### src/sv/rpmcmp_pkg.sv
// ---------------------------------------------------------------------------
// rpmcmp_pkg
// Shared types and constants for the RPM command to PWM compare block.
// ---------------------------------------------------------------------------
package rpmcmp_pkg;

    localparam int unsigned BYTE_W   = 8;
    localparam int unsigned ACC_W    = 16;
    localparam int unsigned RPM_W    = 15;
    localparam int unsigned PER_W    = 16;
    localparam int unsigned SQ_W     = 2 * RPM_W;           // R*R and 18740*R
    localparam int unsigned NUM_W    = SQ_W + 8;            // 86*R*R plus headroom
    localparam int unsigned DEN_W    = 27;                  // duty denominator width
    localparam int unsigned PROD_W   = PER_W + DEN_W;       // period * remainder
    localparam int unsigned MSG_W    = 3;                   // message char index
    localparam int unsigned CFG_IDX_W = 2;

    // reciprocal of the duty denominator, scaled by 2^RECIP_SH
    localparam int unsigned RECIP_SH = 48;
    localparam int unsigned RECIP_W  = 22;
    localparam int unsigned EST_W    = DEN_W + RECIP_W;     // (x >> 16) * reciprocal
    localparam int unsigned EST_SH   = RECIP_SH - PER_W;

    localparam logic [BYTE_W-1:0] CHAR_SPACE = 8'd32;
    localparam logic [BYTE_W-1:0] CHAR_ZERO  = 8'd48;

    // duty = (K2*R^2 - K1*R + K0) / DUTY_DEN, all scaled by 10^4
    localparam logic [NUM_W-1:0] K2       = NUM_W'(86);
    localparam logic [NUM_W-1:0] K1       = NUM_W'(18740);
    localparam logic [NUM_W-1:0] K0       = NUM_W'(1516100);
    localparam logic [DEN_W-1:0] DUTY_DEN = DEN_W'(106300000);

    localparam logic [RECIP_W-1:0] DUTY_RECIP =
        RECIP_W'((64'd1 << RECIP_SH) / 64'(DUTY_DEN));

    localparam logic [RPM_W-1:0] MIN_RPM_RST = RPM_W'(700);
    localparam logic [RPM_W-1:0] MAX_RPM_RST = RPM_W'(1219);
    localparam logic [PER_W-1:0] PERIOD_RST  = PER_W'(328);

    typedef enum logic [CFG_IDX_W-1:0] {
        CFG_MIN_RPM    = 2'd0,
        CFG_MAX_RPM    = 2'd1,
        CFG_PWM_PERIOD = 2'd2
    } t_cfg_idx;

    typedef enum logic {
        KIND_COMPARE = 1'b0,
        KIND_CHAR    = 1'b1
    } t_kind;

    // controller -> datapath
    typedef struct packed {
        logic             take_digit;
        logic             take_space;
        logic             do_square;
        logic             do_num;
        logic             do_rem;
        logic             do_mul;
        logic             do_est;
        logic             do_fix;
        logic             do_adj;
        logic             load_msg;
        logic [MSG_W-1:0] msg_idx;
        logic             load_cmp;
    } t_cmd;

    // datapath -> controller
    typedef struct packed {
        logic is_space;
        logic tgt_zero;
        logic out_free;
    } t_sts;

    function automatic logic [BYTE_W-1:0] stop_char(input logic [MSG_W-1:0] idx);
        logic [BYTE_W-1:0] c;
        case (idx)
            3'd0:    c = 8'h53; // S
            3'd1:    c = 8'h74; // t
            3'd2:    c = 8'h6F; // o
            3'd3:    c = 8'h70; // p
            3'd4:    c = 8'h70; // p
            3'd5:    c = 8'h65; // e
            3'd6:    c = 8'h64; // d
            default: c = 8'h0A; // newline
        endcase
        return c;
    endfunction

endpackage

### src/sv/rpmcmp_ctrl.sv
// ---------------------------------------------------------------------------
// rpmcmp_ctrl
// Sequencer: byte intake, compare pipeline steps, message beats.
// ---------------------------------------------------------------------------
module rpmcmp_ctrl
    import rpmcmp_pkg::*;
(
    input  logic i_clk,
    input  logic i_rst_n,
    input  logic i_valid,
    input  t_sts i_sts,
    output t_cmd o_cmd,
    output logic o_busy
);

    typedef enum logic [3:0] {
        S_IDLE,
        S_SQUARE,
        S_NUM,
        S_REM,
        S_MUL,
        S_EST,
        S_FIX,
        S_ADJ,
        S_MSG,
        S_CMP
    } t_state;

    t_state           r_state;
    logic [MSG_W-1:0] r_cnt;

    always_comb begin
        o_cmd            = '0;
        o_cmd.take_digit = (r_state == S_IDLE) && i_valid && !i_sts.is_space;
        o_cmd.take_space = (r_state == S_IDLE) && i_valid && i_sts.is_space;
        o_cmd.do_square  = (r_state == S_SQUARE);
        o_cmd.do_num     = (r_state == S_NUM);
        o_cmd.do_rem     = (r_state == S_REM);
        o_cmd.do_mul     = (r_state == S_MUL);
        o_cmd.do_est     = (r_state == S_EST);
        o_cmd.do_fix     = (r_state == S_FIX);
        o_cmd.do_adj     = (r_state == S_ADJ);
        o_cmd.load_msg   = (r_state == S_MSG) && i_sts.out_free;
        o_cmd.msg_idx    = r_cnt;
        o_cmd.load_cmp   = (r_state == S_CMP) && i_sts.out_free;
    end

    assign o_busy = (r_state != S_IDLE);

    always_ff @(posedge i_clk) begin
        if (!i_rst_n) begin
            r_state <= S_IDLE;
            r_cnt   <= '0;
        end else begin
            case (r_state)
                S_IDLE: begin
                    r_cnt <= '0;
                    if (o_cmd.take_space) begin
                        r_state <= S_SQUARE;
                    end
                end
                S_SQUARE: r_state <= S_NUM;
                S_NUM:    r_state <= S_REM;
                S_REM:    r_state <= S_MUL;
                S_MUL:    r_state <= S_EST;
                S_EST:    r_state <= S_FIX;
                S_FIX:    r_state <= S_ADJ;
                S_ADJ: begin
                    r_cnt   <= '0;
                    r_state <= i_sts.tgt_zero ? S_MSG : S_CMP;
                end
                S_MSG: begin
                    if (i_sts.out_free) begin
                        r_cnt <= r_cnt + 1'b1;
                        if (r_cnt == '1) begin
                            r_state <= S_CMP;
                        end
                    end
                end
                S_CMP: begin
                    if (i_sts.out_free) begin
                        r_state <= S_IDLE;
                    end
                end
                default: r_state <= S_IDLE;
            endcase
        end
    end

`ifndef NO_ASSERTIONS
    a_load_needs_room: assert property (@(posedge i_clk) disable iff (!i_rst_n)
        (o_cmd.load_msg || o_cmd.load_cmp) |-> i_sts.out_free)
        else $error("result loaded while output register still full");

    a_space_starts: assert property (@(posedge i_clk) disable iff (!i_rst_n)
        o_cmd.take_space |=> (r_state == S_SQUARE))
        else $error("space beat did not start compare sequence");

    a_cmp_ends: assert property (@(posedge i_clk) disable iff (!i_rst_n)
        o_cmd.load_cmp |=> (r_state == S_IDLE))
        else $error("compare beat did not end the sequence");

    a_one_action: assert property (@(posedge i_clk) disable iff (!i_rst_n)
        $onehot0({o_cmd.do_adj, o_cmd.load_msg, o_cmd.load_cmp, o_cmd.take_digit,
                  o_cmd.take_space}))
        else $error("conflicting datapath commands");
`endif

endmodule

### src/sv/rpmcmp_dp.sv
// ---------------------------------------------------------------------------
// rpmcmp_dp
// Datapath: config registers, digit accumulator, clamp, duty polynomial,
// reciprocal divide by the duty denominator, output register.
// ---------------------------------------------------------------------------
module rpmcmp_dp
    import rpmcmp_pkg::*;
(
    input  logic                 i_clk,
    input  logic                 i_rst_n,
    input  t_cmd                 i_cmd,
    output t_sts                 o_sts,
    input  logic                 i_cfg_we,
    input  logic [CFG_IDX_W-1:0] i_cfg_index,
    input  logic [PER_W-1:0]     i_cfg_data,
    input  logic [BYTE_W-1:0]    i_rx_byte,
    input  logic                 i_out_stall,
    output logic                 o_out_valid,
    output logic                 o_kind,
    output logic [PER_W-1:0]     o_pwm_compare,
    output logic [RPM_W-1:0]     o_target_rpm,
    output logic [BYTE_W-1:0]    o_tx_char,
    output logic                 o_last
);

    logic [RPM_W-1:0]  r_min_rpm;
    logic [RPM_W-1:0]  r_max_rpm;
    logic [PER_W-1:0]  r_period;
    logic [ACC_W-1:0]  r_acc;
    logic [RPM_W-1:0]  r_tgt;
    logic [SQ_W-1:0]   r_sq;
    logic [SQ_W-1:0]   r_lin;
    logic [NUM_W-1:0]  r_num;
    logic              r_neg;
    logic [DEN_W-1:0]  r_rem;
    logic [PROD_W-1:0] r_prod;
    logic [PROD_W-1:0] r_qd;
    logic [PER_W-1:0]  r_quo;

    logic              r_out_valid;
    logic              r_kind;
    logic [PER_W-1:0]  r_cmp;
    logic [RPM_W-1:0]  r_tgt_out;
    logic [BYTE_W-1:0] r_char;
    logic              r_last;

    logic [ACC_W-1:0]  n_acc;
    logic signed [ACC_W:0] w_acc_s;
    logic signed [ACC_W:0] w_clamp;
    logic [RPM_W-1:0]  n_tgt;
    logic [NUM_W-1:0]  n_num;
    logic [PROD_W-1:0] n_prod;
    logic [EST_W-1:0]  w_est;
    logic [PROD_W-1:0] w_left;
    logic              w_more;
    logic [PER_W-1:0]  w_cmp_val;
    logic              w_taken;

    // acc*10 + byte - '0', wrapping at 16 bits
    assign n_acc = r_acc * ACC_W'(10) + {{(ACC_W-BYTE_W){1'b0}}, i_rx_byte}
                   - {{(ACC_W-BYTE_W){1'b0}}, CHAR_ZERO};

    // clamp high to max first, then low to zero
    always_comb begin
        w_acc_s = {r_acc[ACC_W-1], r_acc};
        w_clamp = w_acc_s;
        if (w_clamp > $signed({2'b00, r_max_rpm})) begin
            w_clamp = $signed({2'b00, r_max_rpm});
        end
        if (w_clamp < $signed({2'b00, r_min_rpm})) begin
            w_clamp = '0;
        end
        n_tgt = w_clamp[RPM_W-1:0];
    end

    assign n_num  = K2 * NUM_W'(r_sq) - NUM_W'(r_lin) + K0;
    assign n_prod = PROD_W'(r_period) * PROD_W'(r_rem);

    // x / DUTY_DEN estimated as ((x >> 16) * DUTY_RECIP) >> 32, never high
    // and at most one low; the remainder check adds the missing one
    assign w_est  = EST_W'(r_prod[PROD_W-1:PER_W]) * EST_W'(DUTY_RECIP);
    assign w_left = r_prod - r_qd;
    assign w_more = (w_left >= PROD_W'(DUTY_DEN));

    always_comb begin
        if (r_tgt == '0) begin
            w_cmp_val = r_period;
        end else if (r_neg) begin
            w_cmp_val = '0;
        end else begin
            w_cmp_val = r_quo;
        end
    end

    assign w_taken = r_out_valid && !i_out_stall;

    assign o_sts.is_space = (i_rx_byte == CHAR_SPACE);
    assign o_sts.tgt_zero = (r_tgt == '0);
    assign o_sts.out_free = !r_out_valid || !i_out_stall;

    always_ff @(posedge i_clk) begin
        if (!i_rst_n) begin
            r_min_rpm <= MIN_RPM_RST;
            r_max_rpm <= MAX_RPM_RST;
            r_period  <= PERIOD_RST;
        end else if (i_cfg_we) begin
            case (i_cfg_index)
                CFG_MIN_RPM:    r_min_rpm <= i_cfg_data[RPM_W-1:0];
                CFG_MAX_RPM:    r_max_rpm <= i_cfg_data[RPM_W-1:0];
                CFG_PWM_PERIOD: r_period  <= i_cfg_data;
                default: ;
            endcase
        end
    end

    always_ff @(posedge i_clk) begin
        if (!i_rst_n) begin
            r_acc <= '0;
            r_tgt <= '0;
        end else if (i_cmd.take_digit) begin
            r_acc <= n_acc;
        end else if (i_cmd.take_space) begin
            r_acc <= '0;
            r_tgt <= n_tgt;
        end
    end

    // polynomial and divider registers carry no reset
    always_ff @(posedge i_clk) begin
        if (i_cmd.do_square) begin
            r_sq  <= SQ_W'(r_tgt) * SQ_W'(r_tgt);
            r_lin <= SQ_W'(r_tgt) * SQ_W'(18740);
        end
        if (i_cmd.do_num) begin
            r_num <= n_num;
        end
        if (i_cmd.do_rem) begin
            r_neg <= (r_num > NUM_W'(DUTY_DEN));
            r_rem <= DUTY_DEN - r_num[DEN_W-1:0];
        end
        if (i_cmd.do_mul) begin
            r_prod <= n_prod;
        end
        if (i_cmd.do_est) begin
            r_quo <= w_est[EST_SH +: PER_W];
        end else if (i_cmd.do_adj) begin
            r_quo <= r_quo + PER_W'(w_more);
        end
        if (i_cmd.do_fix) begin
            r_qd <= PROD_W'(r_quo) * PROD_W'(DUTY_DEN);
        end
    end

    always_ff @(posedge i_clk) begin
        if (!i_rst_n) begin
            r_out_valid <= 1'b0;
        end else if (i_cmd.load_msg || i_cmd.load_cmp) begin
            r_out_valid <= 1'b1;
        end else if (w_taken) begin
            r_out_valid <= 1'b0;
        end
    end

    always_ff @(posedge i_clk) begin
        if (i_cmd.load_msg) begin
            r_kind    <= KIND_CHAR;
            r_cmp     <= '0;
            r_tgt_out <= '0;
            r_char    <= stop_char(i_cmd.msg_idx);
            r_last    <= 1'b0;
        end else if (i_cmd.load_cmp) begin
            r_kind    <= KIND_COMPARE;
            r_cmp     <= w_cmp_val;
            r_tgt_out <= r_tgt;
            r_char    <= '0;
            r_last    <= 1'b1;
        end
    end

    assign o_out_valid   = r_out_valid;
    assign o_kind        = r_kind;
    assign o_pwm_compare = r_cmp;
    assign o_target_rpm  = r_tgt_out;
    assign o_tx_char     = r_char;
    assign o_last        = r_last;

endmodule

### src/sv/rpm_command_to_pwm_compare.sv
// ---------------------------------------------------------------------------
// rpm_command_to_pwm_compare
// Serial RPM command decoder producing a PWM compare count per space byte.
// ---------------------------------------------------------------------------
//  channel  | handshake                 | payload
//  ---------+---------------------------+----------------------------------
//  input    | i_valid / o_stall         | i_rx_byte
//  output   | o_valid / i_stall         | o_kind o_pwm_compare o_target_rpm
//           |                           | o_tx_char o_last
//  config   | i_cfg_valid / o_cfg_ready | i_cfg_index i_cfg_data
//
//  Digit beats never hold off input. A space beat holds off input through
//  square, polynomial, remainder, period product, reciprocal estimate,
//  estimate times denominator, one-step correction, then the compare beat.
//  A zero target puts the 8 message beats before the compare beat.
//  Output stall only stretches the result beats; a result waits in the
//  output register. Synchronous active-low reset; no clearing pass.
// ---------------------------------------------------------------------------
module rpm_command_to_pwm_compare
    import rpmcmp_pkg::*;
(
    input  logic                 i_clk,
    input  logic                 i_rst_n,
    input  logic                 i_valid,
    output logic                 o_stall,
    input  logic [BYTE_W-1:0]    i_rx_byte,
    output logic                 o_valid,
    input  logic                 i_stall,
    output logic                 o_kind,
    output logic [PER_W-1:0]     o_pwm_compare,
    output logic [RPM_W-1:0]     o_target_rpm,
    output logic [BYTE_W-1:0]    o_tx_char,
    output logic                 o_last,
    input  logic                 i_cfg_valid,
    output logic                 o_cfg_ready,
    input  logic [CFG_IDX_W-1:0] i_cfg_index,
    input  logic [PER_W-1:0]     i_cfg_data
);

    t_cmd w_cmd;
    t_sts w_sts;
    logic w_busy;

    assign o_stall     = w_busy;
    assign o_cfg_ready = 1'b1;

    rpmcmp_ctrl u_ctrl (
        .i_clk   (i_clk),
        .i_rst_n (i_rst_n),
        .i_valid (i_valid),
        .i_sts   (w_sts),
        .o_cmd   (w_cmd),
        .o_busy  (w_busy)
    );

    rpmcmp_dp u_dp (
        .i_clk         (i_clk),
        .i_rst_n       (i_rst_n),
        .i_cmd         (w_cmd),
        .o_sts         (w_sts),
        .i_cfg_we      (i_cfg_valid && o_cfg_ready),
        .i_cfg_index   (i_cfg_index),
        .i_cfg_data    (i_cfg_data),
        .i_rx_byte     (i_rx_byte),
        .i_out_stall   (i_stall),
        .o_out_valid   (o_valid),
        .o_kind        (o_kind),
        .o_pwm_compare (o_pwm_compare),
        .o_target_rpm  (o_target_rpm),
        .o_tx_char     (o_tx_char),
        .o_last        (o_last)
    );

endmodule

### config.mk
export PLATFORM = sky130hd
export DESIGN_NAME = rpm_command_to_pwm_compare
export DESIGN_NICKNAME = d
export VERILOG_FILES = /design/src/sv/rpmcmp_pkg.sv /design/src/sv/rpmcmp_ctrl.sv /design/src/sv/rpmcmp_dp.sv /design/src/sv/rpm_command_to_pwm_compare.sv
export SDC_FILE = /design/constraint.sdc
export NUM_CORES = 2
export LEC_CHECK = 0
export BUFFER_PORTS_ARGS = -buffer_cell sky130_fd_sc_hd__buf_2
export CAP_MARGIN = 20
export CORE_ASPECT_RATIO = 0.5
export CORE_UTILIZATION = 60
export DETAILED_ROUTE_END_ITERATION = 8
export MAX_ROUTING_LAYER = met4
export PLACE_DENSITY = 0.76
export SYNTH_ARGS = -nofsm -noshare
export SYNTH_HDL_FRONTEND = slang
export SYNTH_HIERARCHICAL = 1
export SYNTH_SLANG_ARGS = --single-unit
### constraint.sdc
create_clock -name i_clk -period 21.3 [get_ports i_clk]
set_clock_uncertainty 0.2 [all_clocks]
set_input_delay 1.065 -clock i_clk [delete_from_list [all_inputs] [get_ports i_clk]]
set_output_delay 1.065 -clock i_clk [all_outputs]
set_load 0.01 [all_outputs]
Yosys cells after proc, flatten, opt, wreduce, memory -nomap -nowiden
Cells that the tools add are included.

storage, ports and cells
  flip-flop bits (word level) = 347
  bits in latches = 0
  bits in writable memories = 0
  memory bits (read-only) = 0
  input port bits = 31
  output and inout port bits = 44
  logic and storage cells = 114
  memories kept = 0

cells by class
  add/subtract/negate cells = 8
  multiply operators = 7
  divide/modulo/power cells = 0
  order comparisons = 4
  equal/unequal tests = 23
  shift operators = 0
  muxes and demuxes = 21
  bitwise logic cells = 1
  reductions and logical operators = 29

operator list
  cell                                                                                   count
  16-bit two-way mux                                                                     6
  27-bit by 21-bit multiplier with 47-bit output, second input constant                  1
  43-bit by 27-bit greater-or-equal comparator with 1-bit output, second input constant  1
  16-bit by 27-bit multiplier with 43-bit output                                         1
  43-bit subtractor                                                                      1
  7-bit case mux with 6 select lines                                                     1
  4-bit case mux with 10 select lines                                                    1
  38-bit by 21-bit adder with 38-bit output, second input constant                       1
  38-bit by 27-bit greater-than comparator with 1-bit output, second input constant      1
  16-bit by 22-bit multiplier with 38-bit output, second input constant                  1
  37-bit by 30-bit subtractor with 38-bit output                                         1
  6-bit by 30-bit multiplier with 36-bit output, first input constant                    1
  15-bit by 15-bit multiplier with 30-bit output                                         1
  15-bit by 13-bit multiplier with 28-bit output, second input constant                  1
  27-bit subtractor, first input constant                                                1
  17-bit by 16-bit less-than comparator with 1-bit output                                1
  17-bit two-way mux                                                                     1
  16-bit by 1-bit adder with 16-bit output                                               1
  16-bit by 8-bit adder with 16-bit output                                               1
  4-bit by 3-bit == test with 1-bit output, second input constant                        4
  16-bit greater-than comparator                                                         1
  16-bit by 3-bit multiplier with 15-bit output, second input constant                   1
  4-bit two-way mux                                                                      4
  8-bit two-way mux                                                                      2
  other kinds (30)                                                                       57

Longest topological paths before layout
  depth after elaboration = 5
  gate-level depth with buffers = 31

Hierarchy
The synthesis kept the hierarchy.

by module, submodules not included
  module                      instances  cells an instance  area an instance (um^2)  seq. area each (um^2)
  rpmcmp_dp                   1          6260               59233.1                  8768.4
  rpmcmp_ctrl                 1          65                 504.2                    140.1
  rpm_command_to_pwm_compare  1          2                  11.3                     0.0

Least setup slack after synthesis
OpenSTA, ideal clock, no wires.

  kind = register to register
  from = register u_dp.r_prod[29]
  to = register u_dp.r_quo[11], data pin
  arrival = 6.696 ns
  data required time = 20.836 ns
  path slack = 14.140 ns
  stages on the path, launching flop included = 26
  path buffers = 0
  period minus slack after synthesis = 7.160 ns
  cells stage by stage = edfxtp_1 inv_1 fa_1 inv_1 fa_1 inv_1 fa_1 inv_1 fa_1 fa_1 fa_1 inv_1 fa_1 inv_1 ha_1 a21o_1 a21oi_1 o21ai_0 or3_1 o21ai_0 a21oi_1 o21a_1 a221o_1 a221oi_1 xor2_1 o21ai_0

on the way
  word-level cells in the longest chain between the ends = 5
  elaborated cells on any way between the ends = 6

RTL lines
  what                                                            line              text
  from (decl)                                                     rpmcmp_dp.sv:36   logic [PROD_W-1:0] r_prod;
  from (signal assigned)                                          rpmcmp_dp.sv:142  r_prod <= n_prod;
  43-bit subtractor                                               rpmcmp_dp.sv:82   assign w_left = r_prod - r_qd;
  43-bit by 27-bit greater-or-equal comparator with 1-bit output  rpmcmp_dp.sv:83   assign w_more = (w_left >= PROD_W'(DUTY_DEN));
  16-bit by 1-bit adder with 16-bit output                        rpmcmp_dp.sv:147  r_quo <= r_quo + PER_W'(w_more);
  16-bit two-way mux                                              rpmcmp_dp.sv:146  end else if (i_cmd.do_adj) begin
  16-bit two-way mux (*)                                          rpmcmp_dp.sv:144  if (i_cmd.do_est) begin
  to (signal assigned)                                            rpmcmp_dp.sv:145  r_quo <= w_est[EST_SH +: PER_W];
  to (signal assigned)                                            rpmcmp_dp.sv:147
  to (decl)                                                       rpmcmp_dp.sv:38   logic [PER_W-1:0] r_quo;

Mark *: on every way between the ends. The rest lies on a longest branch, timed or not. The select of a mux whose other input is x is not followed.
A chain may end at the register's enable or synchronous reset.

Final worst setup path
  from = register u_dp.r_prod[33]
  to = register u_dp.r_quo[12], data pin

The elaborated chain is that of the path after synthesis.

==> results <==
- The flow ran to the end, and the final reports show no timing, DRC or antenna violations.
- Yosys mapped the design onto 107 distinct sky130hd cell types.
- The worst pin sits at a relative slew slack of 0.224.
- The master cell of the clock root buffer is sky130_fd_sc_hd__clkbuf_16.
- Summing all placed instances gives a cell area of 61500 um2.
- The number of global-route vias before repair is 45.4k.
- The number of placement rows is 81.
- The final layout contains 8234 nets.
- The floorplan step set the die height to 225 um.
- The ratio of routed vias to standard cells is 5.61.
- The largest net degree at the start of global routing is 73.
- The first global-routing pass estimated 237000 um of wire.
- By instance count, the cell type seen most on the critical path is sky130_fd_sc_hd__fa_1.
- Before CTS, the worst setup slack after placement is 13.07 ns.
- Setup slack closes at 12.96 ns.
- Port buffering added 72 buffers.
- The non-filler instance count after layout is 7687.
- At the worst endpoint, the arrival time is 8.48 ns.
- The fraction of synthesis flops using an asynchronous set or reset pin is 0.
- The signal on the critical path passes through inv_1, fa_1, inv_1, fa_1, inv_1, fa_1, inv_1, fa_1, fa_1, fa_1, inv_1, fa_1, inv_1, ha_1, a211oi_1, o21ai_0, or3_1, o21ai_0, a21oi_1, o21a_1, a311oi_1, o21ai_0, mux2i_1, a21oi_1.
- The fraction of final layout cells with drive strength greater than 1 is 0.0411.
- The final count of pins violating max slew is 0.
- The number of gates resized after CTS is 0.
- The type of element launching the critical path is a flip-flop.
- Dividing the final minimum period by the clock period gives 0.392.
- The number of flops mapped to enable cells by yosys is 218.
- The die covers 101000 um2.
- The leakage component of the power is 0.0329 uW.
- Setup repair after global routing left no endpoint under its margin.
- The iteration count of the initial detailed-routing pass is 6.
- The clock tree synthesis step divided the H-tree into 2 levels.
- Data on the critical path is required at its endpoint by 21.44 ns.
- The number of nets produced by synthesis is 8234.
- The kind of end point of the critical path is a flip-flop.
- In the routed design, unresolved DRC markers number 0.
- The final layout contains routed wiring with a total length of 146000 um.
- Clock latency on the worst-skew pair, taken at its later pin, is 0.59 ns.
- For this configuration, the core starts out at a cell density of 0.608.
- The core region area is 98200 um2.
- For this run, the leading register cell type out of synthesis is sky130_fd_sc_hd__edfxtp_1.
- The combined area of the multi-input logic cells is 44500 um2.
- In this run the worst hold path is classified as reg2reg.
- The worst-path cell with the longest stage delay is sky130_fd_sc_hd__fa_1.
- After detailed routing, the average wire length per cell comes to 19.0 um.
- Summing every instance area after synthesis gives 59700 um2.
- Setup violations remaining at the end of the flow were counted as 0.
- The transition time at the pin with the least slew margin is 1.16 ns.
- The synthesis warning total is 6.
- In the final layout, flip-flops and latches occupy 8910 um2.
- Across every metal layer, demand over resource in global routing totals 0.306.
- The number of violations of the max-capacitance limit is 0.
- The final number of hold-violating endpoints came to 0.
- The number of fillers in the final layout is 7882.
- The detailed router's first-iteration violation count is 2996.
- TritonCTS built the clock tree.
- Leaving out fill and tap cells, the most frequent cells in the layout are 1525 x sky130_fd_sc_hd__inv_1, 1009 x sky130_fd_sc_hd__ha_1, 867 x sky130_fd_sc_hd__fa_1, 515 x sky130_fd_sc_hd__nand2_1.
- Clock-pin slew was measured on the worst setup and hold paths at 0.07 ns.
- The routability congestion estimate is 0.980.
- The gate count after technology mapping is 6327.
- Pin placement for this block handled 75 I/O pins.
- Clock tree synthesis found a total of 336 sinks.
- Along the worst path, the maximum fanout reaches 7.
- The remaining number of nets flagged by the antenna check after routing is 0.
- The number of setup buffers added after CTS is 0.
- After clock tree synthesis, the flow added hold-fix buffers numbering 0.
- Clock tree synthesis inserted a total of 37 buffers.
- For this run the aggregate overflow at the end of global routing stands at 0.
- In this run, synthesis produced a sequential element count of 336.
- After detailed placement, the design holds a cell count of 7611.
- The share of the Yosys chip area taken by registers is 0.149.
- The peak per-stage delay on the critical path is 0.61 ns.
- The number of antenna violations at the first check in global routing is 6.
- Once layout is done, the placed cells without fillers occupy 62900 um2.
- The total negative slack for setup checks is 0 ns.
- Counting I/O delays and the setup requirement, the final critical path takes 8.34 ns.
- The average footprint of a synthesized cell is 9.44 um2.
- The half-perimeter wire length of the detailed placement result is 121000 um.
- In this run the horizontal extent of the chip is 448 um.
- The area growth from synthesis to layout is 5.35%.
- Leaving out fill and tap cells, the most frequent cell in the layout is sky130_fd_sc_hd__inv_1.
- IR analysis of the VDD net gives a maximum drop of 263 uV.
- The maximum root-to-sink buffer count is 3.
- The category of the most critical setup path is reg2reg.
- The power density over cell area is 111 nW/um2.
- Detailed routing inserted a total of 43.1k vias.
- The highest clock rate is 120 MHz.
## Yosys cell counts, types with 118 or more instances
master	instances	share of area
sky130_fd_sc_hd__a21oi_1	237	0.020
sky130_fd_sc_hd__ha_1	1009	0.21
sky130_fd_sc_hd__clkbuf_1	139	0.0087
sky130_fd_sc_hd__nor2_1	241	0.015
sky130_fd_sc_hd__fa_1	867	0.29
sky130_fd_sc_hd__xnor2_1	186	0.027
sky130_fd_sc_hd__and2_1	186	0.019
sky130_fd_sc_hd__inv_1	1524	0.096
sky130_fd_sc_hd__dfxtp_1	118	0.040
sky130_fd_sc_hd__o21ai_0	122	0.010
sky130_fd_sc_hd__nand2_1	515	0.032
sky130_fd_sc_hd__edfxtp_1	218	0.11
## worst max-delay path: cells and delay by family (launching register included)
kind	cells	cell delay [ns]
adder cells (fa/ha/maj)	8	3.99
buffers and inverters	6	0.46
multiplexers	1	0.22
flip-flops	1	0.53
AND/OR/NAND/NOR	1	0.33
AO/OA/AOI/OAI	8	2.34
## path summary, 6_finish.rpt
path                                                 end                 startpoint  depth (start not counted)  slack [ns]
worst max-delay path            u_dp/r_quo[12]$_DFFE_PP_  u_dp/r_prod[33]$_DFFE_PP_                         24       12.96
worst min-delay path            u_dp/o_kind$_SDFFE_PP1P_   u_dp/o_kind$_SDFFE_PP1P_                          1        0.26
worst max register to register  u_dp/r_quo[12]$_DFFE_PP_  u_dp/r_prod[33]$_DFFE_PP_                         24       12.96
worst min register to register  u_dp/o_kind$_SDFFE_PP1P_   u_dp/o_kind$_SDFFE_PP1P_                          1        0.26
## cell type report
type,count,share of cell area
diodes,3,0.000119
clock buffers,42,0.0157
clock inverters,26,0.00547
inverters,1530,0.0912
multi-input cells,4308,0.707
flip-flops and latches,336,0.142
well taps,1328,0.0264
repair buffers,114,0.0123
## sequential cells by signal (all words and copies together), names as in the netlist, 26 cells and up
register and flops:
u_dp/r_prod 38, u_dp/r_qd 38, u_dp/r_num 36, u_dp/r_sq 29, u_dp/r_lin 27, u_dp/r_rem 26
## cell families after synthesis
kind of cell	Yosys count	synth area share
adders and majority gates	1876	0.502
buffers and inverters	1683	0.107
and+or+nand+nor	1302	0.104
AOI/OAI and AO/OA	818	0.0912
DFF	336	0.149
xor gates and xnor gates	267	0.0393
muxes	43	0.00766
other	2	0.000126
## where the power goes
| part | switching (uW) | internal (uW) |
|---|---|---|
| clock | 311 | 414 |
| combinational | 2910 | 2250 |
| sequential | 61.8 | 1030 |
## per-stage QoR
| step | power [uW] | utilization | hold slack (ns) |
|---|---|---|---|
| 5_1_grt | 7690 | 0.641 | 0.282 |
| 6_report | 6970 | 0.641 | 0.259 |
| 4_1_cts | 6980 | 0.640 | 0.255 |
| 3_3_place_gp | 6020 | 0.626 | 0.231 |
| 3_5_place_dp | 6200 | 0.626 | 0.238 |
| 2_1_floorplan | 5100 | - | 0.226 |
## routing by layer
layer,track usage,wire [um]
met1,0.403,62700
met3,0.0344,9180
met2,0.506,70000
met5,-,0
met4,0.0799,4000
Power figures use the tool's default switching activity.
